**src/design/scdg_pkg.sv**
```systemverilog
// Shared types and constants for the signed chamfer distance grid.
// No dependencies.
`default_nettype none
package scdg_pkg;
    localparam logic [1:0] CMD_WRITE   = 2'd0;
    localparam logic [1:0] CMD_COMPUTE = 2'd1;
    localparam logic [1:0] CMD_READ    = 2'd2;

    localparam logic [1:0] REG_WIDTH  = 2'd0;
    localparam logic [1:0] REG_HEIGHT = 2'd1;
    localparam logic [1:0] REG_FAR    = 2'd2;

    localparam logic signed [17:0] W_EDGE    = 18'sd10;
    localparam logic signed [17:0] W_DIAG    = 18'sd14;
    localparam logic [14:0]        EDGE_DIST = 15'd5;

    // which pass the datapath runs
    localparam logic [1:0] PH_INIT = 2'd0;
    localparam logic [1:0] PH_FWD  = 2'd1;
    localparam logic [1:0] PH_BWD  = 2'd2;

    typedef struct packed {
        logic       start;   // load pixel (col,row) for phase
        logic [1:0] phase;
    } scdg_cmd_t;

    typedef struct packed {
        logic busy;          // pixel update in flight
    } scdg_stat_t;
endpackage
`default_nettype wire

```
**src/design/scdg_ctrl.sv**
```systemverilog
// Controller: command intake, raster walk over the three passes, result register.
// Depends on scdg_pkg.
`default_nettype none
module scdg_ctrl #(
    parameter int CW = 6,
    parameter int RW = 6,
    parameter int MAX_WIDTH = 64,
    parameter int MAX_HEIGHT = 64
) (
    input  wire logic                aclk,
    input  wire logic                aresetn,
    input  wire logic                s_valid,
    output logic                     s_ready,
    input  wire logic [1:0]          s_cmd,
    input  wire logic [5:0]          s_col,
    input  wire logic [5:0]          s_row,
    input  wire logic                s_inside_req,
    output logic                     m_valid,
    input  wire logic                m_ready,
    output logic signed [15:0]       m_distance,
    input  wire logic [CW:0]         w_eff,
    input  wire logic [RW:0]         h_eff,
    output scdg_pkg::scdg_cmd_t      dcmd,
    input  wire scdg_pkg::scdg_stat_t dstat,
    output logic [CW-1:0]            pc,
    output logic [RW-1:0]            pr,
    output logic                     mwe,
    output logic [CW-1:0]            hc,
    output logic [RW-1:0]            hr,
    output logic                     hbit,
    output logic                     hre,
    input  wire logic signed [15:0]  hdata
);
    import scdg_pkg::*;
    localparam logic [2:0] ST_IDLE = 3'd0;
    localparam logic [2:0] ST_KICK = 3'd1;
    localparam logic [2:0] ST_WAIT = 3'd2;
    localparam logic [2:0] ST_RD   = 3'd3;

    logic [2:0] state_reg;
    logic [1:0] ph_reg;
    logic [CW-1:0] pc_reg;
    logic [RW-1:0] pr_reg;
    logic rd_zero_reg, mv_reg, hold_reg;
    logic signed [15:0] md_reg;

    logic acc, inrange, inmem;
    assign s_ready = state_reg == ST_IDLE && !(mv_reg && !m_ready) && !hold_reg;
    assign acc = s_valid && s_ready;
    assign inrange = 32'(s_col) < 32'(w_eff) && 32'(s_row) < 32'(h_eff);
    // drop mask writes beyond the memory
    assign inmem = 32'(s_col) < MAX_WIDTH && 32'(s_row) < MAX_HEIGHT;
    assign mwe = acc && s_cmd == CMD_WRITE && inmem;
    assign hre = acc && s_cmd == CMD_READ;
    assign hc = CW'(s_col);
    assign hr = RW'(s_row);
    assign hbit = s_inside_req;
    assign pc = pc_reg;
    assign pr = pr_reg;
    assign dcmd.start = state_reg == ST_KICK;
    assign dcmd.phase = ph_reg;
    assign m_valid = mv_reg;
    assign m_distance = md_reg;

    logic last_c, last_r, first_c, first_r;
    assign last_c = {1'b0, pc_reg} == w_eff - 1'b1;
    assign last_r = {1'b0, pr_reg} == h_eff - 1'b1;
    assign first_c = pc_reg == '0;
    assign first_r = pr_reg == '0;

    always_ff @(posedge aclk) begin
        if (!aresetn) begin
            state_reg <= ST_IDLE; mv_reg <= 1'b0; hold_reg <= 1'b0;
        end else begin
            if (mv_reg && m_ready) mv_reg <= 1'b0;
            hold_reg <= 1'b0;
            case (state_reg)
                ST_IDLE: begin
                    if (hre) begin
                        rd_zero_reg <= !inrange;
                        state_reg <= ST_RD;
                    end else if (acc && s_cmd == CMD_COMPUTE) begin
                        ph_reg <= PH_INIT; pc_reg <= '0; pr_reg <= '0;
                        state_reg <= ST_KICK;
                    end
                end
                ST_RD: begin
                    mv_reg <= 1'b1;
                    md_reg <= rd_zero_reg ? 16'sd0 : hdata;
                    state_reg <= ST_IDLE;
                end
                ST_KICK: state_reg <= ST_WAIT;
                ST_WAIT: begin
                    if (!dstat.busy) begin
                        state_reg <= ST_KICK;
                        if (ph_reg == PH_BWD) begin
                            if (first_c && first_r) state_reg <= ST_IDLE;
                            else if (first_c) begin
                                pc_reg <= CW'(w_eff - 1'b1); pr_reg <= pr_reg - 1'b1;
                            end else pc_reg <= pc_reg - 1'b1;
                        end else if (last_c && last_r) begin
                            // advance to next pass
                            ph_reg <= ph_reg + 2'd1;
                            if (ph_reg == PH_FWD) begin
                                pc_reg <= pc_reg; pr_reg <= pr_reg;
                            end else begin
                                pc_reg <= '0; pr_reg <= '0;
                            end
                        end else if (last_c) begin
                            pc_reg <= '0; pr_reg <= pr_reg + 1'b1;
                        end else pc_reg <= pc_reg + 1'b1;
                    end
                end
                default: state_reg <= ST_IDLE;
            endcase
        end
    end
endmodule
`default_nettype wire

```
**config.mk**
```make
export PLATFORM = sky130hd
export DESIGN_NAME = scdg_ctrl
export DESIGN_NICKNAME = d
export VERILOG_FILES = /design/src/design/scdg_pkg.sv /design/src/design/scdg_ctrl.sv
export SDC_FILE = /design/constraint.sdc
export NUM_CORES = 1
export LEC_CHECK = 0
export ABC_CLOCK_PERIOD_IN_PS = 2400
export BUFFER_PORTS_ARGS = -buffer_cell sky130_fd_sc_hd__buf_2
export CORE_MARGIN = 10
export CORE_UTILIZATION = 40
export CTS_BUF_LIST = sky130_fd_sc_hd__clkbuf_16
export DETAILED_ROUTE_END_ITERATION = 6
export PLACE_DENSITY_LB_ADDON = 0.2
export SYNTH_ARGS = -nofsm -noshare
export SYNTH_HDL_FRONTEND = slang
export SYNTH_SLANG_ARGS = --single-unit
```
**constraint.sdc**
```tcl
create_clock -name aclk -period 2.4 [get_ports aclk]
set_input_delay 0.12 -clock aclk [delete_from_list [all_inputs] [get_ports aclk]]
set_output_delay 0.12 -clock aclk [all_outputs]
set_load 0.05 [all_outputs]
```
# ---- Yosys cells after proc, flatten, opt, wreduce, memory -nomap -nowiden
# Index checks and enable logic that the tools add are counted.
dict set report classes {
  n_eq_ne 19
  n_reduce_logical 25
  n_mux 31
  n_lt_le_gt_ge 2
  add_sub_neg 7
}
# operator n
set ops {}
lappend ops {{$mux W6} 15}
lappend ops {{$pmux W6 S2} 2}
lappend ops {{$eq A6 B7 Y1} 2}
lappend ops {{$lt A6 B7 Y1} 2}
lappend ops {{$reduce_and A7 Y1} 2}
lappend ops {{$sub A7 B1 Y7 const B} 2}
lappend ops {{$add A6 B1 Y6 const B} 2}
lappend ops {{$logic_not A6 Y1} 2}
lappend ops {{$sub A6 B1 Y6 const B} 2}
lappend ops {{$logic_and A1 B1 Y1} 10}
lappend ops {{$mux W2} 5}
lappend ops {{$mux W3} 3}
lappend ops {{$pmux W3 S3} 1}
lappend ops {{$reduce_and A9 Y1} 1}
lappend ops {{$ne A2 B2 Y1 const B} 4}
lappend ops {{$ne A4 B4 Y1 const B} 2}
lappend ops {{$eq A3 B2 Y1 const B} 2}
lappend ops {{$ne A3 B3 Y1 const B} 2}
lappend ops {{$eq A2 B1 Y1 const B} 2}
lappend ops {{$eq A2 B2 Y1 const B} 2}
lappend ops {{$mux W1} 4}
lappend ops {{$pmux W2 S2} 1}
lappend ops {{$reduce_and A2 Y1} 2}
lappend ops {{$reduce_bool A2 Y1} 2}
lappend ops {{8 further kinds} 10}
dict set report word_totals {
  input_bits 50
  output_inout_bits 48
  regBits 35
  word_cells 91
}

# ---- Depth between registers and ports, before layout
dict set report logic_depth {
  word_depth 9
  mapped_depth 8
  ltp_nobuf 8
}

# ---- Least setup slack after synthesis
# Ideal clock, no wire load.
dict set report synth_path {
  path_type {register to register}
  from {reg mv_reg, in the netlist m_valid}
  to {reg rd_zero_reg, enable pin}
  required_time_ns 2.103
  t_arrival_ns 3.611
  slack_ns -1.508
  stages_incl_launch_ff 6
  n_path_buf 0
  setup_time_ns 0.297
  period_less_slack_ns 3.908
  cell_sequence {dfxtp_1 -> nor2b_1 -> nor3_1 -> nand2_1 -> nor3b_1 -> and2_1}
}
dict set report synth_between {
  elab_chain_cells 6
}
# item line_no
set synth_rtl {}
lappend synth_rtl {{start, declared} scdg_ctrl.sv:44} ;# logic rd_zero_reg, mv_reg, hold_reg;
lappend synth_rtl {{start signal, assigned} scdg_ctrl.sv:73} ;# state_reg <= ST_IDLE; mv_reg <= 1'b0; hold_reg <= 1'b0;
lappend synth_rtl {{start signal, assigned} scdg_ctrl.sv:75} ;# if (mv_reg && m_ready) mv_reg <= 1'b0;
lappend synth_rtl {{start signal, assigned} scdg_ctrl.sv:88} ;# mv_reg <= 1'b1;
lappend synth_rtl {{$logic_and A1 B1 Y1} scdg_ctrl.sv:48} ;# assign s_ready = state_reg == ST_IDLE && !(mv_reg && !m_ready) && !hold_reg;
lappend synth_rtl {{$logic_not A1 Y1} scdg_ctrl.sv:48}
lappend synth_rtl {{$logic_and A1 B1 Y1} scdg_ctrl.sv:48}
lappend synth_rtl {{via s_ready} scdg_ctrl.sv:13} ;# output logic s_ready,
lappend synth_rtl {{$logic_and A1 B1 Y1} scdg_ctrl.sv:49} ;# assign acc = s_valid && s_ready;
lappend synth_rtl {{$logic_and A1 B1 Y1} scdg_ctrl.sv:54} ;# assign hre = acc && s_cmd == CMD_READ;
lappend synth_rtl {{via hre} scdg_ctrl.sv:31} ;# output logic hre,
lappend synth_rtl {{$reduce_and A3 Y1 (no source line)} n/a}
lappend synth_rtl {{end signal, assigned} scdg_ctrl.sv:80} ;# rd_zero_reg <= !inrange;
lappend synth_rtl {{end, declared} scdg_ctrl.sv:44}
# The timed path passes the listed nets, and every way through them passes these cells.
# A chain may end at the register's enable or synchronous reset.

# ---- Final worst setup path
dict set report layout_path {
  from {reg pc_reg[0], in the netlist pc[0]}
  to {reg pc_reg[4], in the netlist pc[4], enable pin}
}
dict set report layout_between {
  elab_chain_cells 4
  elab_cells_between_ends 7
  cone_classes {3 x eq/ne; 4 x reduce/logical}
}
# item line_no
set layout_rtl {}
lappend layout_rtl {{start, declared} scdg_ctrl.sv:42} ;# logic [CW-1:0] pc_reg;
lappend layout_rtl {{start signal, assigned} scdg_ctrl.sv:99} ;# pc_reg <= CW'(w_eff - 1'b1); pr_reg <= pr_reg - 1'b1;
lappend layout_rtl {{start signal, assigned} scdg_ctrl.sv:100} ;# end else pc_reg <= pc_reg - 1'b1;
lappend layout_rtl {{start signal, assigned} scdg_ctrl.sv:105} ;# pc_reg <= pc_reg; pr_reg <= pr_reg;
lappend layout_rtl {{$eq A6 B7 Y1 or $logic_not A6 Y1 (tied branches)} {scdg_ctrl.sv:66, scdg_ctrl.sv:68}}
lappend layout_rtl {{$logic_and A1 B1 Y1 (on tied branches)} {scdg_ctrl.sv:101, scdg_ctrl.sv:97}}
lappend layout_rtl {{$ne A4 B4 Y1 (no source line) or $ne A3 B3 Y1 (tied branches)} n/a}
lappend layout_rtl {{$reduce_and A7 Y1 (no source line) *} n/a}
# Mark *: on every way between the ends. The rest lies on a longest branch, timed or not.

==> flow_summary.yaml <==
timing:
  relSlewSlack: 0.542
  tightestPinTransition_ns: 0.687
  fin_hold_ws_ns: 0.118
  period_share: 0.946
  finalCriticalPeriod_ns: 2.27
  hold_violations: 0
  skew_ns: 0.00450
  layout_setup_ws_ns: 0.128
  finalSetupViolations: 0
  maxSlewViolCount: 0
  max_freq_mhz: 440
  tns_ns: 0
floorplan:
  start_util: 0.419
  pin_count: 98
  die_w_um: 102
  die-area_um2: 10500
  rows: 29
  die_h_um: 102
  coreArea_um2: 6460
yosys:
  synth.largest_area_cell: "edfxtp_1"
  synth_compound_area_frac: 0.132
  postSynthCellCount: 283
  synth-edff-count: 31
  synthTopCellsByArea: "edfxtp_1, ha_1, nor2b_1, xnor2_1, buf_4"
  synthFlopType: "edfxtp_1"
  ys_ff_latch: 34
  synthAdderAreaFrac: 0.0831
  synth_seq_area_share: 0.366
  synth_mux_area_frac: 0.00785
  synthXorXnorAreaFrac: 0.0942
  synth_area_um2: 2710
  yosysUniqueCellTypes: 56
  synth_top_family_by_area: "simple AND/OR/NAND/NOR gates"
  ys_async_sr_fraction: 0
  synth_top_cell_area_share: 0.344
  syn_nets: 351
  avgSynthCellArea_um2: 9.57
  ys_warn_count: 0
  synth-simple-area-share: 0.235
drt:
  drcViolationCount: 0
  drt_iter0_drc: 97
  postRouteWirelength_mm: 7.09
  avgViaCountPerCell: 5.20
  drt_first_pass_iters: 4
  wl_per_cell_um: 15.4
  antenna_left: 0
  vias: 2391
worst_setup_path:
  path_buf_inv: 1
  cp.arrival_ns: 2.25
  crit_fanout: 6
  cpMaxStageDelayCell: "or4_4"
  cp_top_family: "simple AND/OR/NAND/NOR gates"
  crit_type: "flip-flop to flip-flop"
  cpPeakStageDelay_ns: 0.52
  worstPathRequired_ns: 2.38
  path_cells: "inv_2, ha_4, nand2_2, or3_1, or4_4, o221ai_4, a41oi_4"
  end_kind: "flip-flop"
  critPathLaunchType: "flip-flop"
placed_design:
  port_buffers: 95
  dpl-instance-area_um2: 3370
  place_inst: 450
  gp_congestion: 0.856
  hpwl_mm: 5.85
  preCtsSetupSlack_ns: 0.0175
cts:
  cts_root_buffer: "clkbuf_16"
  cts-hold-fix-buffers: 0
  insertion_delay_ns: 0.27
  cts_made_buffers: 5
  cts.clk_slew.worst_paths_ns: 0.05
  cts_sinks: 34
  clock_path_buffers: 2
  htree_levels: 2
  cts_tree: "yes"
global_route:
  use_met2: 0.209
  grt.busiest_layer: "met2"
  antenna_found_initial: 0
  groute.usage.overall: 0.131
  grt_max_degree: 17
  grtUsageMet3: 0.0331
  grt_pass1_wl_mm: 11.2
  grt-ovfl-total: 0
  grt_pass1_vias: 2386
  use_met1: 0.168
power:
  power_frac_clock: 0.351
  power.leakage_nw: 1.55
  peakVddDrop_mv: 0.298
  combinationalPowerShare: 0.242
  p_sw_mw: 0.477
  p_per_area_nw_per_um2: 474
  seq_power_share: 0.407
  p_total_mw: 1.67
  p_int_mw: 1.19
  swShare: 0.285
layout:
  layoutNonFillerInstCount: 460
  fin_area_um2: 3530
  synthToLayoutAreaGrowth_pct: 30.2
  final_layout_size_suffix_gt1_frac: 0.373
  utilization: 0.546
  nets: 450
  largest_reg_flops: 16
  antenna_cells: 0
run_status:
  status: "complete, no violations"
hold_path:
  hold_class: "primary input to flip-flop"
job:
  maxCapViolations: 0
==> power groups by stage <==
stage | logic [mW] | clock network (mW) | registers, mW
5_1_grt | 0.445 | 0.626 | 0.682
6_report | 0.405 | 0.587 | 0.680
4_1_cts | 0.407 | 0.604 | 0.680
3_3_place_gp | 0.400 | 0 | 0.691
3_5_place_dp | 0.404 | 0 | 0.692
2_1_floorplan | 0.263 | 0 | 0.718
==> worst paths after layout <==
check / from / to / slack [ns] / depth (start not counted)
worst max-delay path: pc[0] / pc[4] / 0.13 / 7
worst min-delay path: aresetn / state_reg[1] / 0.12 / 2
worst max register to register: pc[0] / pc[4] / 0.13 / 7
worst min register to register: state_reg[1] / m_valid / 0.62 / 2
==> cell usage in the layout, fill, tap and decap left out, types with 4 or more instances in the layout <==
cell type / instances
nand3_1: 6
nand2b_1: 8
nor2b_1: 27
xor2_1: 9
nand2_1: 12
buf_2: 95
nor3_1: 10
nor2_1: 15
o31ai_1: 4
clkbuf_16: 5
inv_1: 19
buf_4: 20
a21o_1: 4
o21ai_0: 6
ha_1: 17
a21oi_1: 10
xnor2_1: 14
edfxtp_1: 31
==> cells in the mapped netlist (4+ instances only) <==
| library cell | number |
|---|---|
| clkbuf_1 | 7 |
| a21o_1 | 4 |
| a21oi_1 | 11 |
| nor2b_1 | 27 |
| buf_4 | 13 |
| o31ai_1 | 4 |
| xnor2_1 | 14 |
| xor2_1 | 10 |
| inv_1 | 20 |
| nand2b_1 | 8 |
| nand2_1 | 13 |
| edfxtp_1 | 31 |
| o21ai_0 | 6 |
| nor2_1 | 16 |
| ha_1 | 18 |
| nor3_1 | 12 |
| nand3_1 | 6 |
==> final cells by class <==
type	count	area, um2
clock inverter	3	12.5
fill	605	2930
inverter	21	78.8
sequential	34	991
tap	77	96.3
multi-input combinational	205	1600
clock buffer	5	125
timing repair buffer	115	626
==> layer usage <==
| metal | routed length (um) | up-vias |
|---|---|---|
| li1 | - | 1200 |
| met1 | 3260 | 1100 |
| met2 | 3180 | 89 |
| met3 | 596 | 2 |
| met4 | 55 | 0 |
| met5 | 0 | - |
==> timing repair <==
| item | 4_1_cts | 5_1_grt |
|---|---|---|
| endpoints found under the hold margin | 0 | 0 |
| setup endpoints to repair | 0 | 14 |
| gates resized for setup | 0 | 1 |
| setup buffers | 0 | 2 |
==> cells by family (layout without fill, tap and decap cells) <==
kind of cell | count (synthesis) | count (layout)
buffers and inverters | 44 | 144
xor gates and xnor gates | 26 | 26
DFF | 34 | 34
adders and majority gates | 18 | 18
AOI/OAI and AO/OA | 49 | 49
muxes | 2 | 2
and+or+nand+nor | 110 | 110
(Power assumes the default switching activity.)
